--- src/design/dfu_pkg.sv ---
// Shared types and constants for the delimited frame unstuffer.
`default_nettype none
package dfu_pkg;

	localparam int DEF_COUNT_BITS = 10;
	localparam int LEN_BITS       = 10;
	localparam int BYTE_BITS      = 8;
	localparam int CFG_IDX_BITS   = 2;

	localparam logic [BYTE_BITS-1:0] RST_DELIM     = 8'd18;
	localparam logic [BYTE_BITS-1:0] RST_ESC       = 8'd219;
	localparam logic [BYTE_BITS-1:0] RST_ESC_DELIM = 8'd222;
	localparam logic [BYTE_BITS-1:0] RST_ESC_ESC   = 8'd221;

	typedef enum logic [CFG_IDX_BITS-1:0] {
		REG_DELIM     = 2'd0,
		REG_ESC       = 2'd1,
		REG_ESC_DELIM = 2'd2,
		REG_ESC_ESC   = 2'd3
	} reg_idx_t;

	typedef enum logic [1:0] {
		PH_IDLE   = 2'd0,
		PH_OPENED = 2'd1,
		PH_FRAME  = 2'd2
	} phase_t;

	typedef struct packed {
		logic [BYTE_BITS-1:0] delim;
		logic [BYTE_BITS-1:0] esc;
		logic [BYTE_BITS-1:0] esc_delim;
		logic [BYTE_BITS-1:0] esc_esc;
	} cfg_t;

	typedef struct packed {
		logic [BYTE_BITS-1:0] out_byte;
		logic                 byte_valid;
		logic                 bad_escape;
		logic                 frame_end;
		logic [LEN_BITS-1:0]  frame_length;
	} result_t;

endpackage
`default_nettype wire

--- src/design/delimited_frame_unstuffer_top.sv ---
// Top level of the delimited frame unstuffer.
// Feed one received serial byte per input transaction on in_valid/in_ready/rx_byte.
// Bytes outside a frame are dropped until the delimiter opens one; a repeated
// delimiter right after the opener is taken as the opener. Inside a frame,
// escape sequences are decoded and each payload byte leaves as one output
// transaction; the closing delimiter gives a transaction with frame_end and the
// saturated byte count in frame_length. An escape followed by an unknown code or
// by the closing delimiter gives out_byte 0 with bad_escape set.
// An accepted byte is decoded from the input stage into the output register.
// Throughput: one byte per cycle while the output is not stalled, set by the
// single decode step between the input stage and the output register.
// When out_ready is low the output register holds its transaction, the input
// stage holds the next byte, and in_ready drops only once both are occupied.
// Bytes that give no result pass the input stage even while the output stalls.
// Reset clears framing state and both stages and loads the default delimiter
// and escape values. The cfg channel is always ready; write it only while idle.
`default_nettype none
module delimited_frame_unstuffer_top
	import dfu_pkg::*;
#(
	parameter int COUNT_BITS = DEF_COUNT_BITS
) (
	input  wire logic                    clk,
	input  wire logic                    arst_n,
	input  wire logic                    cfg_valid,
	output logic                         cfg_ready,
	input  wire logic [CFG_IDX_BITS-1:0] cfg_index,
	input  wire logic [BYTE_BITS-1:0]    cfg_data,
	input  wire logic                    in_valid,
	output logic                         in_ready,
	input  wire logic [BYTE_BITS-1:0]    rx_byte,
	output logic                         out_valid,
	input  wire logic                    out_ready,
	output logic [BYTE_BITS-1:0]         out_byte,
	output logic                         byte_valid,
	output logic                         bad_escape,
	output logic                         frame_end,
	output logic [LEN_BITS-1:0]          frame_length
);

	cfg_t    cfg;
	result_t res;
	result_t out_res;
	logic    res_push;
	logic    res_room;

	dfu_cfg_regs u_cfg (
		.clk       (clk),
		.arst_n    (arst_n),
		.cfg_valid (cfg_valid),
		.cfg_ready (cfg_ready),
		.cfg_index (cfg_index),
		.cfg_data  (cfg_data),
		.cfg       (cfg)
	);

	dfu_decode #(
		.COUNT_BITS (COUNT_BITS)
	) u_decode (
		.clk      (clk),
		.arst_n   (arst_n),
		.in_valid (in_valid),
		.in_ready (in_ready),
		.rx_byte  (rx_byte),
		.cfg      (cfg),
		.res_room (res_room),
		.res_push (res_push),
		.res      (res)
	);

	dfu_out_reg u_out (
		.clk       (clk),
		.arst_n    (arst_n),
		.res_push  (res_push),
		.res       (res),
		.res_room  (res_room),
		.out_valid (out_valid),
		.out_ready (out_ready),
		.out_res   (out_res)
	);

	assign out_byte     = out_res.out_byte;
	assign byte_valid   = out_res.byte_valid;
	assign bad_escape   = out_res.bad_escape;
	assign frame_end    = out_res.frame_end;
	assign frame_length = out_res.frame_length;

endmodule
`default_nettype wire

--- src/design/dfu_cfg_regs.sv ---
// Configuration register file of the delimited frame unstuffer.
`default_nettype none
module dfu_cfg_regs
	import dfu_pkg::*;
(
	input  wire logic                    clk,
	input  wire logic                    arst_n,
	input  wire logic                    cfg_valid,
	output logic                         cfg_ready,
	input  wire logic [CFG_IDX_BITS-1:0] cfg_index,
	input  wire logic [BYTE_BITS-1:0]    cfg_data,
	output cfg_t                         cfg
);

	cfg_t cfg_q;

	assign cfg_ready = 1'b1;
	assign cfg       = cfg_q;

	always_ff @(posedge clk or negedge arst_n) begin
		if (!arst_n) begin
			cfg_q.delim     <= RST_DELIM;
			cfg_q.esc       <= RST_ESC;
			cfg_q.esc_delim <= RST_ESC_DELIM;
			cfg_q.esc_esc   <= RST_ESC_ESC;
		end else if (cfg_valid) begin
			unique case (reg_idx_t'(cfg_index))
				REG_DELIM:     cfg_q.delim     <= cfg_data;
				REG_ESC:       cfg_q.esc       <= cfg_data;
				REG_ESC_DELIM: cfg_q.esc_delim <= cfg_data;
				REG_ESC_ESC:   cfg_q.esc_esc   <= cfg_data;
				default: ;
			endcase
		end
	end

endmodule
`default_nettype wire

--- src/design/dfu_decode.sv ---
// Input register, framing state and unescape decision of the unstuffer.
`default_nettype none
module dfu_decode
	import dfu_pkg::*;
#(
	parameter int COUNT_BITS = DEF_COUNT_BITS
) (
	input  wire logic                 clk,
	input  wire logic                 arst_n,
	input  wire logic                 in_valid,
	output logic                      in_ready,
	input  wire logic [BYTE_BITS-1:0] rx_byte,
	input  wire cfg_t                 cfg,
	input  wire logic                 res_room,
	output logic                      res_push,
	output result_t                   res
);

	localparam int WIDE = (COUNT_BITS > LEN_BITS) ? COUNT_BITS : LEN_BITS;
	localparam logic [COUNT_BITS-1:0] CNT_MAX = {COUNT_BITS{1'b1}};
	localparam logic [WIDE-1:0]       LEN_MAX = WIDE'({LEN_BITS{1'b1}});

	logic                  valid_s1;
	logic [BYTE_BITS-1:0]  rx_s1;
	phase_t                phase_q, phase_d;
	logic                  esc_q, esc_d;
	logic [COUNT_BITS-1:0] cnt_q, cnt_d;

	logic                  has_res;
	logic                  advance;
	logic                  fire;
	logic                  is_delim;
	logic                  in_frame;
	logic [COUNT_BITS-1:0] cnt_bump;
	logic [COUNT_BITS-1:0] cnt_len;
	logic [WIDE-1:0]       cnt_wide;
	result_t               res_c;

	assign advance  = !has_res || res_room;
	assign fire     = valid_s1 && advance;
	assign in_ready = !valid_s1 || advance;
	assign res_push = fire && has_res;
	assign res      = res_c;

	assign is_delim = (rx_s1 == cfg.delim);
	assign in_frame = (phase_q == PH_OPENED) || (phase_q == PH_FRAME);
	assign cnt_bump = (cnt_q == CNT_MAX) ? cnt_q : cnt_q + COUNT_BITS'(1);

	always_comb begin
		phase_d          = phase_q;
		esc_d            = esc_q;
		cnt_d            = cnt_q;
		has_res          = 1'b0;
		cnt_len          = cnt_bump;
		res_c.out_byte   = '0;
		res_c.byte_valid = 1'b0;
		res_c.bad_escape = 1'b0;
		res_c.frame_end  = 1'b0;
		priority if (!in_frame) begin
			if (is_delim) begin
				phase_d = PH_OPENED;
				esc_d   = 1'b0;
				cnt_d   = '0;
			end else begin
				phase_d = phase_q;
			end
		end else if (phase_q == PH_OPENED && is_delim) begin
			phase_d = PH_FRAME;
		end else if (is_delim) begin
			has_res          = 1'b1;
			res_c.byte_valid = esc_q;
			res_c.bad_escape = esc_q;
			res_c.frame_end  = 1'b1;
			cnt_len          = esc_q ? cnt_bump : cnt_q;
			phase_d          = PH_IDLE;
			esc_d            = 1'b0;
			cnt_d            = '0;
		end else if (esc_q) begin
			has_res          = 1'b1;
			res_c.byte_valid = 1'b1;
			phase_d          = PH_FRAME;
			esc_d            = 1'b0;
			cnt_d            = cnt_bump;
			priority if (rx_s1 == cfg.esc_delim) begin
				res_c.out_byte = cfg.delim;
			end else if (rx_s1 == cfg.esc_esc) begin
				res_c.out_byte = cfg.esc;
			end else begin
				res_c.bad_escape = 1'b1;
			end
		end else if (rx_s1 == cfg.esc) begin
			phase_d = PH_FRAME;
			esc_d   = 1'b1;
		end else begin
			has_res          = 1'b1;
			res_c.out_byte   = rx_s1;
			res_c.byte_valid = 1'b1;
			phase_d          = PH_FRAME;
			cnt_d            = cnt_bump;
		end
		if (!valid_s1) begin
			has_res = 1'b0;
		end
		cnt_wide           = WIDE'(cnt_len);
		res_c.frame_length = (cnt_wide > LEN_MAX) ? LEN_MAX[LEN_BITS-1:0]
		                                          : cnt_wide[LEN_BITS-1:0];
	end

	always_ff @(posedge clk or negedge arst_n) begin
		if (!arst_n) begin
			valid_s1 <= 1'b0;
		end else if (in_valid && in_ready) begin
			valid_s1 <= 1'b1;
		end else if (advance) begin
			valid_s1 <= 1'b0;
		end
	end

	always_ff @(posedge clk) begin
		if (in_valid && in_ready) begin
			rx_s1 <= rx_byte;
		end
	end

	always_ff @(posedge clk or negedge arst_n) begin
		if (!arst_n) begin
			phase_q <= PH_IDLE;
			esc_q   <= 1'b0;
			cnt_q   <= '0;
		end else if (fire) begin
			phase_q <= phase_d;
			esc_q   <= esc_d;
			cnt_q   <= cnt_d;
		end
	end

	a_esc_in_frame: assert property (@(posedge clk) disable iff (!arst_n)
		esc_q |-> (phase_q == PH_FRAME))
		else $error("escape pending outside a frame");

	a_idle_count_clear: assert property (@(posedge clk) disable iff (!arst_n)
		(phase_q == PH_IDLE || phase_q == PH_OPENED) |-> (cnt_q == '0))
		else $error("byte count not clear before frame data");

	a_s1_hold: assert property (@(posedge clk) disable iff (!arst_n)
		(valid_s1 && !advance) |=> (valid_s1 && $stable(rx_s1)))
		else $error("stalled input stage lost its byte");

endmodule
`default_nettype wire

--- src/design/dfu_out_reg.sv ---
// Output result register of the delimited frame unstuffer.
`default_nettype none
module dfu_out_reg
	import dfu_pkg::*;
(
	input  wire logic    clk,
	input  wire logic    arst_n,
	input  wire logic    res_push,
	input  wire result_t res,
	output logic         res_room,
	output logic         out_valid,
	input  wire logic    out_ready,
	output result_t      out_res
);

	logic    valid_q;
	result_t res_q;

	assign res_room  = !valid_q || out_ready;
	assign out_valid = valid_q;
	assign out_res   = res_q;

	always_ff @(posedge clk or negedge arst_n) begin
		if (!arst_n) begin
			valid_q <= 1'b0;
		end else if (res_push) begin
			valid_q <= 1'b1;
		end else if (out_ready) begin
			valid_q <= 1'b0;
		end
	end

	always_ff @(posedge clk) begin
		if (res_push) begin
			res_q <= res;
		end
	end

endmodule
`default_nettype wire

--- config.mk ---
export PLATFORM = sky130hd
export DESIGN_NAME = delimited_frame_unstuffer_top
export DESIGN_NICKNAME = d
export VERILOG_FILES = /design/src/design/dfu_pkg.sv /design/src/design/delimited_frame_unstuffer_top.sv /design/src/design/dfu_cfg_regs.sv /design/src/design/dfu_decode.sv /design/src/design/dfu_out_reg.sv
export SDC_FILE = /design/constraint.sdc
export NUM_CORES = 1
export LEC_CHECK = 0
export BUFFER_PORTS_ARGS = -buffer_cell sky130_fd_sc_hd__buf_4
export CAP_MARGIN = 20
export CORE_MARGIN = 2
export CORE_UTILIZATION = 40
export CTS_CLUSTER_DIAMETER = 80
export DETAILED_ROUTE_END_ITERATION = 8
export SYNTH_ARGS = -nofsm -noshare
export SYNTH_HDL_FRONTEND = slang
export SYNTH_HIERARCHICAL = 1
export SYNTH_SLANG_ARGS = --single-unit
--- constraint.sdc ---
create_clock -name clk -period 8.22 [get_ports clk]
set_input_delay 0.822 -clock clk [delete_from_list [all_inputs] [get_ports clk]]
set_output_delay 0.822 -clock clk [all_outputs]
set_load 0.01 [all_outputs]
==> results of run 1 <==
-- per-layer routing --
layer | track usage | part of all wire
met1 | 0.2407 | 0.49
met2 | 0.2586 | 0.46
met3 | 0.02736 | 0.036
met4 | 0.05538 | 0.014
met5 | 0 | 0
-- worst min-delay path by stage --
stage	slack [ps]	cells after the start	startpoint	to
2_1_floorplan	470	1	u_decode/phase_q[0]$_DFFE_PN0P_	u_decode/phase_q[0]$_DFFE_PN0P_
3_3_place_gp	490	1	u_decode/phase_q[0]$_DFFE_PN0P_	u_decode/phase_q[0]$_DFFE_PN0P_
3_5_place_dp	510	1	u_decode/phase_q[0]$_DFFE_PN0P_	u_decode/phase_q[0]$_DFFE_PN0P_
4_1_cts	500	1	arst_n	u_decode/cnt_q[9]$_DFFE_PN0P_
5_1_grt	530	1	arst_n	u_decode/cnt_q[9]$_DFFE_PN0P_
6_report	490	1	arst_n	u_decode/cnt_q[7]$_DFFE_PN0P_
-- flip-flops by register name, indices dropped and copies added (netlist names) --
register	cells
u_decode/esc_q	1
u_decode/rx_s1	8
u_out/out_valid	1
u_decode/cnt_q	10
u_out/out_res	21
u_cfg/cfg	32
u_decode/phase_q	2
u_decode/valid_s1	1
-- logic make-up after synthesis --
logic type	share of synthesized area
flip-flops	0.5408
AND/OR/NAND/NOR	0.1143
AO/OA/AOI/OAI	0.09210
multiplexers	0.1287
XOR/XNOR	0.08328
buffers and inverters	0.03331
adder cells (fa/ha/maj)	0.006531
other	0.0009788
-- power by group --
| group | internal, W | switching (W) |
|---|---|---|
| sequential | 0.000527 | 0.0000665 |
| combinational | 0.000190 | 0.000225 |
| clock | 0.000139 | 0.000140 |
-- critical path: stages (launching register included) --
cell	delay [ps]
edfxtp_1	490
xnor2_1	220
nand4_1	220
nor2_1	640
or2_1	270
a2111o_1	200
buf_4	130
-- placed cells by master, fill, tap and decap left out, drive strengths merged, types with 2 or more instances in the layout --
cell,Yosys,layout
xnor2,16,16
a2bb2oi,8,8
nand3,9,9
xor2,17,17
clkinvlp,0,2
inv,6,6
mux2,34,34
o21ai,3,3
ha,2,2
nand2b,5,5
mux2i,11,11
a31oi,7,7
a21oi,27,27
nand2,16,16
o31ai,2,2
and2,2,2
edfxtp,29,29
or3,2,2
clkinv,0,4
nor2,10,10
or2,2,2
dfstp,20,20
nand3b,3,3
and3,4,4
nand4,5,5
buf,11,47
clkbuf,6,9
nor3,9,9
dfrtp,27,27
nor4,5,5
-- stage by stage --
step	total power, W	area (µm²)	setup slack (ps)	std cells	hold WS (ps)
global placement	0.001001	4229	5324	467	487.3
CTS	0.001301	4443	4853	485	503.8
global route	0.001369	4443	4679	485	529.1
finish	0.001288	4443	4883	485	488.8
floorplan	0.0008561	3831	5533	310	471.0
detailed placement	0.001022	4252	5245	469	507.1
-- cell type report --
type	count	area, µm²
Inverter	6	22.52
Clock buffer	9	123.9
Sequential cell	76	2072
Multi-Input combinational cell	211	1635
Fill cell	873	4841
Timing Repair Buffer	47	360.3
Tap cell	129	161.4
Clock inverter	7	67.56
==> flow_metrics.py, run 1 <==
metrics = {
    "setup_path": {
        "critPathLaunchType": "register",
        "crit_fanout": 13,
        "crit_type": "register to output port",
        "startpoint": "u_decode/rx_s1[1]$_DFFE_PP_",
        "crit_path_end_kind": "output port",
        "r2r_slack_ps": 5400,
        "cp.required_ps": 7400,
        "r2r_cells": 6,
        "worstSetupEndpoint": "in_ready",
        "reg2reg_from": "u_decode/rx_s1[1]$_DFFE_PP_",
        "r2r_end": "u_decode/rx_s1[5]$_DFFE_PP_",
        "critPathArrivalTime_ps": 2520,
    },
    "synthesis": {
        "synthArstFlopShare": 0.6184,
        "yosysWarningCount": 6,
        "synth.most_common_cell": "mux2_2",
        "avgSynthCellArea_um2": 12.36,
        "ys_ff_latch": 76,
        "yosysTopAreaCell": "edfxtp_1",
        "synthCells": 310,
        "yosys.area.top_type_share": 0.2273,
        "syn_nets": 335,
        "synth_commonest_cells": "mux2_2, edfxtp_1, a21oi_1, dfrtp_1, dfstp_2",
        "syn_area_um2": 3831,
        "yosys.cell_types.count": 52,
        "yosysSeqAreaShare": 0.5408,
        "synth_edf_count": 29,
        "synth_area_leaders": "edfxtp_1, dfrtp_1, dfstp_2",
        "ys.flop_type": "edfxtp_1",
    },
    "clock_tree": {
        "max-clock-path-buffers": 2,
        "path_clk_slew_ps": 90,
        "clock_latency_ps": 350,
        "htreeDepth": 3,
        "root_buffer": "clkbuf_8",
        "cts-resized-gates": 0,
        "tritoncts": "built",
        "post_cts_buffers": 0,
        "cts-hold-fix-buffers": 0,
        "clock-sinks": 76,
        "cts-buffers-inserted": 9,
    },
    "die": {
        "io_pins": 47,
        "die_area_um2": 10380,
        "die_h_um": 101.9,
        "start_util": 0.4127,
        "core_um2": 9284,
        "rows": 35,
        "die_width_um": 101.9,
    },
    "timing": {
        "post-route-period-util": 0.4060,
        "rsz0062_at_grt": "false",
        "setup_viol": 0,
        "fin_crit_ps": 3337,
        "max_slew_margin": 0.4947,
        "tns_ps": 0,
        "drv_slew": 0,
        "hold_viol": 0,
        "fmax_mhz": 299.7,
        "tightest_slew_ps": 755.1,
        "clock_skew_ps": 13.68,
    },
    "detailed_routing": {
        "drt-pass1-iter-count": 4,
        "ant_nets": 0,
        "viasPerCell": 5.210,
        "drtIter0Drc": 93,
        "post_drt_wl_per_cell_um": 16.64,
        "vias": 2527,
        "finalWirelength_mm": 8.069,
        "route.detailed.drc": 0,
    },
    "layout": {
        "final_nets": 376,
        "area_growth_pct": 15.97,
        "n_antenna_cell": 0,
        "layout-drive-gt1-share": 0.3624,
        "post-route-util": 0.4786,
    },
    "global_routing": {
        "grt_first_pass_wirelength_mm": 13.18,
        "grt_pass1_vias": 2510,
        "grt_start_max_net_pins": 48,
        "overflow": 0,
        "grtUsageTotal": 0.1669,
        "antenna_found_initial": 0,
    },
    "placement": {
        "dp_hpwl_mm": 5.857,
        "gp_congestion": 0.8926,
        "port_buffers": 45,
    },
    "pwr": {
        "p_per_area_nw_per_um2": 289.9,
        "power_leakage_nw": 1.837,
        "irDropWorstVdd_v": 0.0001119,
    },
    "worst_hold_path": {
        "min_path_type": "input pin to asynchronous set/reset pin",
    },
    "run": {
        "drv_cap": 0,
    },
    "status": {
        "status": "completed",
    },
}
(Power assumes the default switching activity.)
==> inputs of run 2 (changes only) <==
==> constraint.sdc (replaced) <==
create_clock -name clk -period 2.9 [get_ports clk]
set_input_delay 0.29 -clock clk [delete_from_list [all_inputs] [get_ports clk]]
set_output_delay 0.29 -clock clk [all_outputs]
set_load 0.01 [all_outputs]
==> flow_metrics.py, run 2 (same netlist as run 1, synthesis figures left out) <==
metrics = {
    "pwr": {
        "netSwitchingFraction": 0.3347,
        "p_per_area_nw_per_um2": 804.6,
        "power_leakage_nw": 1.844,
        "p_int_w": 0.002378,
        "irDropWorstVdd_v": 0.0003243,
        "p_clk_frac": 0.198,
        "switchingPower_w": 0.001196,
        "combinationalPowerShare": 0.332,
        "pwr-share-seq": 0.470,
    },
    "worst_hold_path": {
        "hold_end": "u_decode/rx_s1[6]$_DFFE_PP_",
        "worstHoldStart": "rx_byte[6]",
        "min_path_type": "input pin to register",
        "whs_path_depth": 1,
    },
    "setup_path": {
        "r2r_cells": 6,
        "reg2reg_from": "u_decode/rx_s1[1]$_DFFE_PP_",
        "r2r_end": "u_out/out_res[8]$_DFFE_PP_",
        "crit_fanout": 9,
        "critPathArrivalTime_ps": 2670,
        "crit_path_end_kind": "register",
        "r2r_slack_ps": 330,
        "critPathLaunchType": "register",
        "crit_type": "register to register",
        "cp.required_ps": 3000,
    },
    "layout": {
        "largest_register_ffs": 32,
        "layout-drive-gt1-share": 0.3556,
        "final_nets": 380,
        "n_antenna_cell": 0,
        "final_common_cell": "buf_4",
        "final_cells": 489,
        "final_cell_mix": "buf_4, mux2_2, edfxtp_1",
        "area_growth_pct": 15.94,
    },
    "placement": {
        "gp_congestion": 0.8375,
        "dp.cells": 472,
        "port_buffers": 45,
        "dp_hpwl_mm": 5.896,
    },
    "clock_tree": {
        "max-clock-path-buffers": 2,
        "path_clk_slew_ps": 80,
        "clock-sinks": 76,
        "post_cts_buffers": 0,
        "htreeDepth": 3,
        "cts-buffers-inserted": 9,
        "root_buffer": "clkbuf_8",
        "tritoncts": "built",
        "clock_latency_ps": 350,
    },
    "detailed_routing": {
        "drtIter0Drc": 117,
        "viasPerCell": 5.200,
        "ant_nets": 0,
        "finalWirelength_mm": 8.106,
        "vias": 2543,
        "route.detailed.drc": 0,
        "post_drt_wl_per_cell_um": 16.58,
        "drt-pass1-iter-count": 4,
    },
    "timing": {
        "setup_viol": 0,
        "drv_slew": 0,
        "clock_skew_ps": 11.19,
        "post-route-period-util": 0.8866,
        "tightest_slew_ps": 607.4,
        "hold_viol": 0,
        "tns_ps": 0,
        "fin_crit_ps": 2571,
        "hold_ws_ps": 118.1,
        "rsz0062_at_grt": "false",
        "max_slew_margin": 0.5936,
        "fmax_mhz": 388.9,
    },
    "die": {
        "die_width_um": 101.9,
        "die_h_um": 101.9,
        "start_util": 0.4127,
        "io_pins": 47,
        "die_area_um2": 10380,
        "rows": 35,
        "core_um2": 9284,
    },
    "global_routing": {
        "grt_start_max_net_pins": 48,
        "antenna_found_initial": 0,
        "grtUsageTotal": 0.1678,
        "overflow": 0,
        "grt_pass1_vias": 2413,
        "grt_first_pass_wirelength_mm": 13.08,
    },
    "status": {
        "status": "completed",
    },
    "run": {
        "drv_cap": 0,
    },
}
[run 2: cell count changes in the layout (fill, tap and decap cells not counted), sizes merged]
cell	delta
buf	+3
bufinv	-1
clkbuf	+6
clkinv	-3
clkinvlp	-2
dlygate4sd3	+1
[run 2: per-layer routing]
layer | GRT usage | vias up | wire length, µm
met5 | 0 | - | 0
met4 | 0.05846 | 0 | 110
met3 | 0.03557 | 8 | 289
met2 | 0.2525 | 62 | 3726
met1 | 0.2419 | 1252 | 3979
li1 | - | 1221 | -
[run 2: timing repair]
action,CTS,global route
resized for setup,0,0
endpoints found under the hold margin,27,0
hold buffers,1,0
setup endpoints to repair,0,0
[run 2: layout make-up]
type                    count  area [µm²]
clock buffers              15       156.4
clock inverters             1       8.758
fillers                   872        4842
inverters                   6       22.52
multi-input cells         211        1635
flip-flops and latches     76        2072
well taps                 129       161.4
repair buffers             51       385.4
[run 2: critical path: stages, from the launching register on]
cell      delay, ps
edfxtp_1        500
xnor2_1         200
nand4_1         210
or3_4           410
or3_1           470
nand3_1         180
mux2_1          340
[run 2: metrics by stage]
step / total power (W) / cell area, µm² / utilization / setup slack, ps
after detailed placement: 0.002888 / 4267 / 0.4596 / 352.6
after floorplan: 0.002427 / 3831 / - / 212.6
after global routing: 0.003799 / 4442 / 0.4784 / 199.0
after global placement: 0.002869 / 4267 / 0.4596 / 436.7
final: 0.003574 / 4442 / 0.4784 / 328.7
after CTS: 0.003602 / 4442 / 0.4784 / 341.6
[run 2: worst max path at each step]
stage | from | end | slack (ps) | depth (start not counted)
detailed placement | u_decode/rx_s1[4]$_DFFE_PP_ | u_out/out_res[8]$_DFFE_PP_ | 350 | 6
global placement | u_decode/rx_s1[4]$_DFFE_PP_ | u_out/out_res[8]$_DFFE_PP_ | 440 | 6
floorplan | u_decode/rx_s1[6]$_DFFE_PP_ | u_out/out_res[0]$_DFFE_PP_ | 210 | 5
CTS | u_decode/rx_s1[1]$_DFFE_PP_ | u_out/out_res[8]$_DFFE_PP_ | 340 | 6
finish | u_decode/rx_s1[1]$_DFFE_PP_ | u_out/out_res[8]$_DFFE_PP_ | 330 | 6
global route | u_decode/rx_s1[4]$_DFFE_PP_ | u_out/out_res[8]$_DFFE_PP_ | 200 | 6
[run 2: power by group through the flow]
stage / sequential, W / combinational (W) / clock [W]
after global placement: 0.00170 / 0.00117 / 0
final: 0.00168 / 0.00119 / 0.000708
after global routing: 0.00171 / 0.00131 / 0.000772
after floorplan: 0.00171 / 0.000717 / 0
after detailed placement: 0.00170 / 0.00119 / 0
after CTS: 0.00168 / 0.00119 / 0.000729
==> inputs of run 3 (changes only) <==
--- a/config.mk
+++ b/config.mk
@@ -13,5 +13,4 @@
 export DETAILED_ROUTE_END_ITERATION = 8
 export SYNTH_ARGS = -nofsm -noshare
 export SYNTH_HDL_FRONTEND = slang
-export SYNTH_HIERARCHICAL = 1
 export SYNTH_SLANG_ARGS = --single-unit
==> flow_metrics.py, run 3 <==
metrics = {
    "global_routing": {
        "grt_first_pass_wirelength_mm": 13.17,
        "grt_start_max_net_pins": 48,
        "grtUsageTotal": 0.1671,
        "grt_use_met3": 0.03727,
        "grt_pass1_vias": 2693,
        "use_met2": 0.2809,
        "top_usage_layer": "met2",
        "overflow": 0,
        "grt_use_met1": 0.2100,
        "antenna_found_initial": 0,
    },
    "timing": {
        "fin_ws_ps": 388.5,
        "hold_viol": 0,
        "tns_ps": 0,
        "setup_viol": 0,
        "fmax_mhz": 398.2,
        "clock_skew_ps": 17.75,
        "post-route-period-util": 0.8660,
        "rsz0062_at_grt": "false",
        "tightest_slew_ps": 842.0,
        "drv_slew": 0,
        "max_slew_margin": 0.4362,
        "fin_crit_ps": 2511,
    },
    "setup_path": {
        "critPathTopFamily": "simple AND/OR/NAND/NOR gates",
        "r2r_cells": 6,
        "critPathLaunchType": "register",
        "worstSetupPathDepth": 6,
        "reg2reg_from": "u_decode.rx_s1[5]$_DFFE_PP_",
        "startpoint": "u_decode.rx_s1[5]$_DFFE_PP_",
        "crit_fanout": 5,
        "crit_type": "register to output port",
        "cp.required_ps": 2610,
        "crit_path_end_kind": "output port",
        "cp_slowest_cell": "edfxtp_1",
        "critPathMaxStageDelay_ps": 520,
        "path_buf_inv": 1,
        "path_cells": "xnor2_1, nand4_1, nor4_2, nor2_1, o211ai_1, buf_4",
        "critPathArrivalTime_ps": 2220,
    },
    "detailed_routing": {
        "drt-pass1-iter-count": 4,
        "ant_nets": 0,
        "post_drt_wl_per_cell_um": 15.93,
        "viasPerCell": 5.213,
        "vias": 2596,
        "finalWirelength_mm": 7.931,
        "route.detailed.drc": 0,
        "drtIter0Drc": 106,
    },
    "clock_tree": {
        "htreeDepth": 3,
        "root_buffer": "clkbuf_8",
        "post_cts_buffers": 0,
        "clock-sinks": 76,
        "path_clk_slew_ps": 70,
        "max-clock-path-buffers": 2,
        "cts-hold-fix-buffers": 1,
        "clock_latency_ps": 350,
        "tritoncts": "built",
        "cts-resized-gates": 0,
        "cts-buffers-inserted": 9,
    },
    "pwr": {
        "irDropWorstVdd_v": 0.0003099,
        "power_leakage_nw": 1.792,
        "p_per_area_nw_per_um2": 763.7,
        "finalPower_w": 0.003418,
    },
    "die": {
        "rows": 35,
        "die_h_um": 101.6,
        "die_area_um2": 10330,
        "io_pins": 47,
        "core_um2": 9240,
        "start_util": 0.4127,
        "die_width_um": 101.6,
    },
    "placement": {
        "dp_hpwl_mm": 5.812,
        "dp.cells": 481,
        "pre_cts_ws_ps": 486.9,
        "gp_congestion": 0.8615,
        "port_buffers": 45,
    },
    "layout": {
        "post-route-util": 0.4844,
        "layout-drive-gt1-share": 0.3631,
        "largest_register_ffs": 32,
        "area_growth_pct": 17.36,
        "n_antenna_cell": 0,
        "final_cells": 498,
        "final_nets": 389,
        "final_common_cell": "buf_4",
        "final_cell_mix": "buf_4, mux2_2, a21oi_1",
    },
    "synthesis": {
        "synth.most_common_cell": "mux2_2",
        "synth_edf_count": 29,
        "synth_commonest_cells": "mux2_2, a21oi_1, edfxtp_1",
        "yosys.area.top_type_share": 0.2283,
        "yosysSeqAreaShare": 0.5433,
        "synthArstFlopShare": 0.6184,
        "ys_ff_latch": 76,
        "syn_nets": 342,
        "syn_area_um2": 3814,
        "synth_area_leaders": "edfxtp_1, dfrtp_1, dfstp_2",
        "yosysWarningCount": 0,
        "yosysTopAreaCell": "edfxtp_1",
        "ys.flop_type": "edfxtp_1",
        "yosys.cell_types.count": 49,
        "synthCells": 317,
        "avgSynthCellArea_um2": 12.03,
    },
    "worst_hold_path": {
        "worstHoldStart": "rx_byte[3]",
        "whs_path_depth": 1,
        "min_path_type": "input pin to register",
    },
    "status": {
        "status": "completed",
    },
    "run": {
        "drv_cap": 0,
    },
}
run 3: where the power goes:
group	total (W)	internal (W)	switching (W)
Combinational	0.000954	0.000475	0.000479
Sequential	0.00161	0.00143	0.000175
Clock	0.000854	0.000481	0.000373
run 3: cell families after synthesis:
group | share of synthesized area
other | 0.0009833
AOI/OAI and AO/OA | 0.1102
adders and majority gates | 0.006561
buffers and inverters | 0.03116
muxes | 0.1004
xor gates and xnor gates | 0.09186
and+or+nand+nor | 0.1155
DFF | 0.5433
run 3: per-layer routing:
layer,vias up,routed length (µm)
li1,1245,-
met1,1281,3646
met2,58,3859
met3,12,258
met4,0,167
met5,-,0
run 3: metrics by stage:
step / hold WS [ps] / area (µm²)
2_1_floorplan: -5.591 / 3814
3_3_place_gp: 353.1 / 4258
3_5_place_dp: 351.1 / 4258
4_1_cts: 103.9 / 4476
5_1_grt: 102.1 / 4476
6_report: 122.7 / 4476
run 3: cell type report:
cell class	count	area (µm²)
Fill cell	851	4765
Sequential cell	76	2072
Multi-Input combinational cell	223	1625
Timing Repair Buffer	51	397.9
Tap cell	129	161.4
Clock buffer	11	131.4
Clock inverter	5	76.32
Inverter	3	11.26
run 3: final timing paths:
path,endpoint,slack (ps)
setup / recovery,in_ready,390
setup reg to reg,u_decode.rx_s1[6]$_DFFE_PP_,460
max in group asynchronous,u_decode.cnt_q[1]$_DFFE_PN0P_,1950
min in group asynchronous,u_cfg.cfg[21]$_DFFE_PN0P_,490
hold reg to reg,u_decode.phase_q[1]$_DFFE_PN0P_,530
hold / removal,u_decode.rx_s1[3]$_DFFE_PP_,120
run 3: worst reg2reg max path, delay by kind of cell, from the launching register on:
kind	cells	cell delay [ps]
and+or+nand+nor	4	1050
DFF	1	520
AOI/OAI and AO/OA	1	290
xor gates and xnor gates	1	240
